===== src/rtl/twr_pkg.sv =====
// Package for the text word reverser: command and status structures between
// the controller and the datapath, the controller state type and the word byte test.
// Depends on nothing.
package twr_pkg;

	typedef enum logic [4:0] {
		ST_IDLE  = 5'b00001,
		ST_READ  = 5'b00010,
		ST_LOAD  = 5'b00100,
		ST_DELIM = 5'b01000,
		ST_ERROR = 5'b10000
	} twr_state_t;

	typedef struct packed {
		logic wr_word;
		logic set_ovf;
		logic start;
		logic rd_issue;
		logic load_byte;
		logic load_delim;
		logic load_err;
	} twr_cmd_t;

	typedef struct packed {
		logic is_word;
		logic is_eot;
		logic ovf;
		logic halted;
		logic len_zero;
		logic len_one;
		logic len_full;
		logic eot_q;
		logic slot_free;
	} twr_status_t;

	localparam logic [7:0] CH_LOWER_A = 8'h61;
	localparam logic [7:0] CH_LOWER_Z = 8'h7A;
	localparam logic [7:0] CH_UPPER_A = 8'h41;
	localparam logic [7:0] CH_UPPER_Z = 8'h5A;
	localparam logic [7:0] CH_DIGIT_0 = 8'h30;
	localparam logic [7:0] CH_DIGIT_9 = 8'h39;

	function automatic logic is_word_byte(input logic [7:0] c);
		logic hit;
		hit = ((c >= CH_LOWER_A) && (c <= CH_LOWER_Z)) ||
		      ((c >= CH_UPPER_A) && (c <= CH_UPPER_Z)) ||
		      ((c >= CH_DIGIT_0) && (c <= CH_DIGIT_9));
		case (c)
			8'hE9, 8'hE8, 8'hEA, 8'hE0, 8'hE2, 8'hEB, 8'hFB,
			8'hF9, 8'hEE, 8'hE7, 8'hF4, 8'hF6, 8'hFC: hit = 1'b1;
			default: ;
		endcase
		return hit;
	endfunction

endpackage


===== src/rtl/twr_ctrl.sv =====
// Controller state machine of the text word reverser.
// Depends on twr_pkg; drives the datapath through command signals only.
module twr_ctrl (
	input  logic                clk,
	input  logic                arst_n,
	input  logic                item_valid,
	output logic                item_ready,
	input  twr_pkg::twr_status_t sts,
	output twr_pkg::twr_cmd_t   cmd
);
	import twr_pkg::*;

	twr_state_t state_q;
	twr_state_t state_d;
	logic       accept;

	assign item_ready = (state_q == ST_IDLE);
	assign accept     = item_valid && item_ready;

	always_comb begin
		state_d = state_q;
		cmd     = '0;
		case (state_q)
			ST_IDLE: begin
				if (accept && !sts.halted) begin
					if (sts.is_word) begin
						if (!sts.ovf) begin
							if (sts.len_full) begin
								cmd.set_ovf = 1'b1;
							end else begin
								cmd.wr_word = 1'b1;
							end
						end
					end else if (sts.ovf) begin
						state_d = ST_ERROR;
					end else if (!sts.len_zero) begin
						cmd.start = 1'b1;
						state_d   = ST_READ;
					end else if (!sts.is_eot) begin
						cmd.start = 1'b1;
						state_d   = ST_DELIM;
					end
				end
			end
			ST_READ: begin
				cmd.rd_issue = 1'b1;
				state_d      = ST_LOAD;
			end
			ST_LOAD: begin
				if (sts.slot_free) begin
					cmd.load_byte = 1'b1;
					if (sts.len_one) begin
						state_d = sts.eot_q ? ST_IDLE : ST_DELIM;
					end else begin
						state_d = ST_READ;
					end
				end
			end
			ST_DELIM: begin
				if (sts.slot_free) begin
					cmd.load_delim = 1'b1;
					state_d        = ST_IDLE;
				end
			end
			ST_ERROR: begin
				if (sts.slot_free) begin
					cmd.load_err = 1'b1;
					state_d      = ST_IDLE;
				end
			end
			default: begin
				state_d = ST_IDLE;
			end
		endcase
	end

	always_ff @(posedge clk or negedge arst_n) begin
		if (!arst_n) begin
			state_q <= ST_IDLE;
		end else begin
			state_q <= state_d;
		end
	end

endmodule


===== src/rtl/twr_datapath.sv =====
// Datapath of the text word reverser: word store, length count, flags and
// the output register. Depends on twr_pkg; commanded by twr_ctrl.
module twr_datapath #(
	parameter int MAX_WORD = 64
) (
	input  logic                 clk,
	input  logic                 arst_n,
	input  logic                 kind,
	input  logic [7:0]           char_byte,
	input  twr_pkg::twr_cmd_t    cmd,
	output twr_pkg::twr_status_t sts,
	output logic                 result_valid,
	input  logic                 result_ready,
	output logic [7:0]           out_byte,
	output logic                 last_of_run,
	output logic                 too_long
);
	import twr_pkg::*;

	localparam int LW = $clog2(MAX_WORD);

	logic [7:0]    store_q [MAX_WORD];
	logic [LW-1:0] len_q;
	logic          ovf_q;
	logic          halted_q;
	logic [7:0]    delim_q;
	logic          eot_q;
	logic [7:0]    rdata_q;
	logic          out_valid_q;
	logic [7:0]    out_byte_q;
	logic          out_last_q;
	logic          out_err_q;
	logic [LW-1:0] len_m1;

	assign len_m1 = len_q - LW'(1);

	assign sts.is_word   = (kind == 1'b0) && is_word_byte(char_byte);
	assign sts.is_eot    = kind;
	assign sts.ovf       = ovf_q;
	assign sts.halted    = halted_q;
	assign sts.len_zero  = (len_q == '0);
	assign sts.len_one   = (len_q == LW'(1));
	assign sts.len_full  = (len_q == LW'(MAX_WORD - 1));
	assign sts.eot_q     = eot_q;
	assign sts.slot_free = !out_valid_q || result_ready;

	always_ff @(posedge clk) begin
		if (cmd.wr_word) begin
			store_q[len_q] <= char_byte;
		end
		if (cmd.rd_issue) begin
			rdata_q <= store_q[len_m1];
		end
	end

	always_ff @(posedge clk) begin
		if (cmd.start) begin
			delim_q <= char_byte;
			eot_q   <= kind;
		end
		if (cmd.load_byte) begin
			out_byte_q <= rdata_q;
			out_last_q <= (len_q == LW'(1)) && eot_q;
			out_err_q  <= 1'b0;
		end else if (cmd.load_delim) begin
			out_byte_q <= delim_q;
			out_last_q <= 1'b1;
			out_err_q  <= 1'b0;
		end else if (cmd.load_err) begin
			out_byte_q <= 8'h00;
			out_last_q <= 1'b1;
			out_err_q  <= 1'b1;
		end
	end

	always_ff @(posedge clk or negedge arst_n) begin
		if (!arst_n) begin
			len_q       <= '0;
			ovf_q       <= 1'b0;
			halted_q    <= 1'b0;
			out_valid_q <= 1'b0;
		end else begin
			if (cmd.wr_word) begin
				len_q <= len_q + LW'(1);
			end else if (cmd.load_byte) begin
				len_q <= len_m1;
			end else if (cmd.load_err) begin
				len_q <= '0;
			end
			if (cmd.set_ovf) begin
				ovf_q <= 1'b1;
			end
			if (cmd.load_err) begin
				halted_q <= 1'b1;
			end
			if (cmd.load_byte || cmd.load_delim || cmd.load_err) begin
				out_valid_q <= 1'b1;
			end else if (result_ready) begin
				out_valid_q <= 1'b0;
			end
		end
	end

	assign result_valid = out_valid_q;
	assign out_byte     = out_byte_q;
	assign last_of_run  = out_last_q;
	assign too_long     = out_err_q;

endmodule


===== src/rtl/text_word_reverser_top.sv =====
// Text word reverser top level. A word byte is taken and gives no result. A delimiter after stored
// bytes stalls the input while they are read back reversed and the delimiter loaded, an end of text
// while only they are, the error while it is loaded, plus output stalls: a reversed byte needs a read
// and a load. A first result passes READ and LOAD, or DELIM or ERROR, then the output register.
// Asynchronous active-low reset clears control, length and flags; store contents stay
// undefined and are never read before written.
module text_word_reverser_top #(
	parameter int MAX_WORD = 64
) (
	input  logic       clk,
	input  logic       arst_n,
	input  logic       item_valid,
	output logic       item_ready,
	input  logic       kind,
	input  logic [7:0] char_byte,
	output logic       result_valid,
	input  logic       result_ready,
	output logic [7:0] out_byte,
	output logic       last_of_run,
	output logic       too_long
);
	import twr_pkg::*;

	twr_cmd_t    cmd;
	twr_status_t sts;

	twr_ctrl u_ctrl (
		.clk        (clk),
		.arst_n     (arst_n),
		.item_valid (item_valid),
		.item_ready (item_ready),
		.sts        (sts),
		.cmd        (cmd)
	);

	twr_datapath #(
		.MAX_WORD (MAX_WORD)
	) u_datapath (
		.clk          (clk),
		.arst_n       (arst_n),
		.kind         (kind),
		.char_byte    (char_byte),
		.cmd          (cmd),
		.sts          (sts),
		.result_valid (result_valid),
		.result_ready (result_ready),
		.out_byte     (out_byte),
		.last_of_run  (last_of_run),
		.too_long     (too_long)
	);

endmodule

===== config.mk =====
export PLATFORM = sky130hd
export DESIGN_NAME = text_word_reverser_top
export DESIGN_NICKNAME = d
export VERILOG_FILES = /design/src/rtl/twr_pkg.sv /design/src/rtl/twr_ctrl.sv /design/src/rtl/twr_datapath.sv /design/src/rtl/text_word_reverser_top.sv
export SDC_FILE = /design/constraint.sdc
export NUM_CORES = 1
export LEC_CHECK = 0
export BUFFER_PORTS_ARGS = -buffer_cell sky130_fd_sc_hd__buf_4
export CORE_MARGIN = 1.5
export CORE_UTILIZATION = 50
export CTS_BUF_LIST = sky130_fd_sc_hd__clkbuf_16
export DETAILED_ROUTE_END_ITERATION = 8
export HOLD_SLACK_MARGIN = 0.02
export PLACE_DENSITY_LB_ADDON = 0.15
export SYNTH_ARGS = -nofsm -noshare
export SYNTH_HDL_FRONTEND = slang
export SYNTH_HIERARCHICAL = 1
export SYNTH_SLANG_ARGS = --single-unit

===== constraint.sdc =====
create_clock -name clk -period 3.6 [get_ports clk]
set_input_delay 0.36 -clock clk [delete_from_list [all_inputs] [get_ports clk]]
set_output_delay 0.36 -clock clk [all_outputs]
set_load 0.01 [all_outputs]

==> results.cfg <==
[run_status]
outcome = finished, final reports clean

[synth]
ys_seq_elements = 553
ys_warn_count = 6
synth_area_um2 = 22200
synth_ff_type = edfxtp_1
ys_types = 66
synth_cells = 1140
syn_avg_cell_area_um2 = 19.5
async_reset_ff_share_pct = 2.53
synth_enable_flop_cells = 538
ys_seq_area_share_pct = 74.3
syn_nets = 1157

[sta]
min_period_ps = 3240
max_freq_ghz = 0.309
slew_headroom_pct = 34.7
hold_viol_final = 0
final.setup.tns_ps = 0
rsz0062_at_grt = no
clock_skew_ps = 13.9
timing.final.crit_share_pct = 90.0
drv_slew = 0
setup_viol = 0
tightestPinTransition_ps = 980

[setup_path]
r2r-start = u_datapath/len_q[0]$_DFFE_PN0P_
crit_type = reg -> reg
crit_family = compound AO/OA/AOI/OAI gates
cp-start-kind = flop
reg2reg_depth = 8
critical_path.startpoint = u_datapath/len_q[0]$_DFFE_PN0P_
cp-end-kind = flop
cp_common_cell = a31oi_1
endpoint = u_datapath/rdata_q[5]$_DFFE_PP_
r2r_end = u_datapath/rdata_q[5]$_DFFE_PP_
cp_num_buf_inv = 2
path_max_fanout = 17
slowest_delay_ps = 650
crit_cells = 8
cpMaxStageDelayCell = xor2_4
cp.required_ps = 3980
crit_chain = inv_1 -> ha_1 -> xor2_4 -> buf_4 -> nand2_1 -> a32oi_1 -> a31oi_1 -> a31oi_1
arrival_ps = 3620
rrSetupSlack_ps = 360

[route]
wl_met3_mm = 3.65
vias_per_cell = 5.88
routedWlPerCell_um = 26.6
wl_met1_mm = 22.2
dr_total_vias = 11268
topRoutingLayerUsed = met4
dr.pass1.iters = 5
drc = 0
routed_wl_mm = 50.9
wl_met2_mm = 23.8
ant_nets = 0
drtIter0Drc = 1249

[cts]
clk_pin_slew_ps = 60
clk_latency_ps = 610
hold_buffers = 2
htree_levels = 2
clockBufferDepth = 3
cts_root_buffer = clkbuf_16
cts_resized = 0
cts_tree = done
cts_made_buffers = 57
postCtsSetupRepairBufs = 0
cts_sinks = 553

[power]
peakVddDrop_mv = 0.510
p_per_area_nw_per_um2 = 799
power_mw = 20.4
leakage_nw = 8.42

[cells_and_area]
final_nets = 1296
multiInputGateArea_um2 = 5300
register_area_um2 = 16500
fillers = 3309
drive_above_1_share_pct = 26.9
layout-area-overhead-vs-synth_pct = 14.6
antenna_cells = 0

[global_routing]
grt_max_degree = 66
grtUsageTotal_pct = 22.8
grt_pass1_vias = 11426
grt_pass1_wl_mm = 76.0
antenna_found_initial = 0
grt_overflow_total = 0

[floorplan]
die_width_um = 214
initial_core_util_pct = 50.5
die_y_um = 214
die_area_um2 = 45800
core_area_um2 = 44000
core.rowCount = 77
io_pins = 25

[placement]
dp_hpwl_mm = 32.8
io_buffer_count = 24
gp_congestion = 0.885

[run]
maxCapViolations = 0

[hold_path]
hold_start = char_byte[4]
min_path_type = in -> reg
==> worst reg2reg max path, cell delays in order (launching register included) <==
cell	delay (ps)
dfrtp_4	490
inv_1	120
ha_1	470
xor2_4	650
buf_4	370
nand2_1	80
a32oi_1	360
a31oi_1	150
a31oi_1	320
==> cells in the mapped netlist (2+ instances only) <==
master | count | share of area [%]
edfxtp_1 | 538 | 73
a221oi_1 | 2 | 0.079
mux4_2 | 117 | 12
mux2i_1 | 5 | 0.23
o21ai_0 | 6 | 0.14
nand2_1 | 106 | 1.8
a211oi_1 | 7 | 0.24
buf_1 | 10 | 0.17
nor3b_1 | 4 | 0.14
nor3_1 | 7 | 0.16
buf_12 | 2 | 0.18
o21ai_1 | 5 | 0.11
buf_4 | 15 | 0.51
a21bo_2 | 2 | 0.090
clkbuf_1 | 17 | 0.29
inv_1 | 7 | 0.12
a32oi_1 | 3 | 0.12
nand3b_1 | 3 | 0.10
a21oi_1 | 13 | 0.29
and4_1 | 2 | 0.079
or2_2 | 5 | 0.14
clkbuf_8 | 4 | 0.25
or3_1 | 3 | 0.084
buf_6 | 5 | 0.25
nor2_1 | 81 | 1.4
and3_1 | 4 | 0.11
a31oi_1 | 13 | 0.37
o211ai_1 | 6 | 0.20
nor2b_1 | 6 | 0.17
xor2_1 | 5 | 0.20
nand2b_1 | 6 | 0.17
mux4_1 | 22 | 2.6
buf_2 | 10 | 0.23
xnor2_1 | 6 | 0.24
a22o_1 | 8 | 0.32
nand3_1 | 36 | 0.81
nand4_1 | 3 | 0.084
ha_1 | 4 | 0.23
dfrtp_1 | 13 | 1.5
o22ai_1 | 3 | 0.084
==> kinds of logic after synthesis <==
kind of cell | count (synthesis) | synth area share, %
flip-flops | 553 | 74.3
AND/OR/NAND/NOR | 275 | 5.60
multiplexers | 145 | 14.7
AO/OA/AOI/OAI | 80 | 2.54
buffers and inverters | 71 | 2.05
XOR/XNOR | 12 | 0.557
adder cells (fa/ha/maj) | 4 | 0.225
==> state kept, by name, summed over array words and instances (netlist names) <==
signal,flops
u_ctrl/state_q,5
u_datapath/delim_q,8
u_datapath/eot_q,1
u_datapath/halted_q,1
u_datapath/last_of_run,1
u_datapath/len_q,6
u_datapath/out_byte,8
u_datapath/ovf_q,1
u_datapath/rdata_q,8
u_datapath/result_valid,1
u_datapath/store_q,512
u_datapath/too_long,1
==> cell usage in the layout (no fill, tap or decap), types with 6 or more instances in the layout <==
| master | netlist | routed |
|---|---|---|
| mux4_2 | 117 | 117 |
| mux4_1 | 22 | 22 |
| nor3_1 | 7 | 7 |
| nand2_1 | 106 | 106 |
| clkinv_2 | 0 | 8 |
| nand3_1 | 36 | 36 |
| a31oi_1 | 13 | 13 |
| buf_4 | 15 | 135 |
| a22o_1 | 8 | 8 |
| buf_12 | 2 | 7 |
| a211oi_1 | 7 | 7 |
| nor2_1 | 81 | 81 |
| clkinv_1 | 0 | 17 |
| edfxtp_1 | 538 | 538 |
| o21ai_0 | 6 | 6 |
| dfrtp_1 | 13 | 12 |
| o211ai_1 | 6 | 6 |
| nor2b_1 | 6 | 6 |
| a21oi_1 | 13 | 13 |
| inv_1 | 7 | 19 |
| clkbuf_16 | 0 | 58 |
| nand2b_1 | 6 | 6 |
==> worst min path at each step <==
stage                                                endpoint  slack, ps  cells past startpoint
after floorplan                 u_ctrl/state_q[1]$_DFFE_PN0P_         60                      0
after global placement    u_datapath/result_valid$_DFFE_PN0P_        230                      1
after detailed placement  u_datapath/result_valid$_DFFE_PN0P_        230                      1
after CTS                 u_datapath/store_q[44][4]$_DFFE_PP_         60                      1
after global routing      u_datapath/store_q[46][4]$_DFFE_PP_         60                      1
final                     u_datapath/store_q[44][4]$_DFFE_PP_         90                      1
==> report_power, final <==
part	internal [mW]	switching [mW]	total [mW]
logic	3.19	4.37	7.57
registers	7.26	0.115	7.38
clock network	3.05	2.38	5.43
total	13.5	6.87	20.4
==> cell type report <==
class / instances / share of cell area, %
flip-flops and latches: 553 / 64.9
multi-input cells: 516 / 20.8
clock buffers: 58 / 5.69
repair buffers: 144 / 4.60
well taps: 592 / 2.91
clock inverters: 45 / 1.06
inverters: 7 / 0.103
==> per-stage QoR <==
step	instances	hold slack [ps]	worst slack, ps	utilization [%]	instance area (um^2)
after CTS	1915	56.5	379	57.9	25500
after global routing	1915	64.7	269	57.9	25500
after floorplan	1140	64.4	95.3	-	22200
final	1915	87.3	361	57.9	25500
after detailed placement	1810	229	286	53.9	23700
after global placement	1810	230	347	53.9	23700
==> per-layer routing <==
| metal | vias to the layer above | track usage [%] |
|---|---|---|
| met5 | - | 0 |
| met4 | 0 | 6.03 |
| met3 | 80 | 4.75 |
| met2 | 412 | 35.3 |
| met1 | 5865 | 33.4 |
| li1 | 4911 | - |
Note: power is estimated with default switching activity, not from simulation.
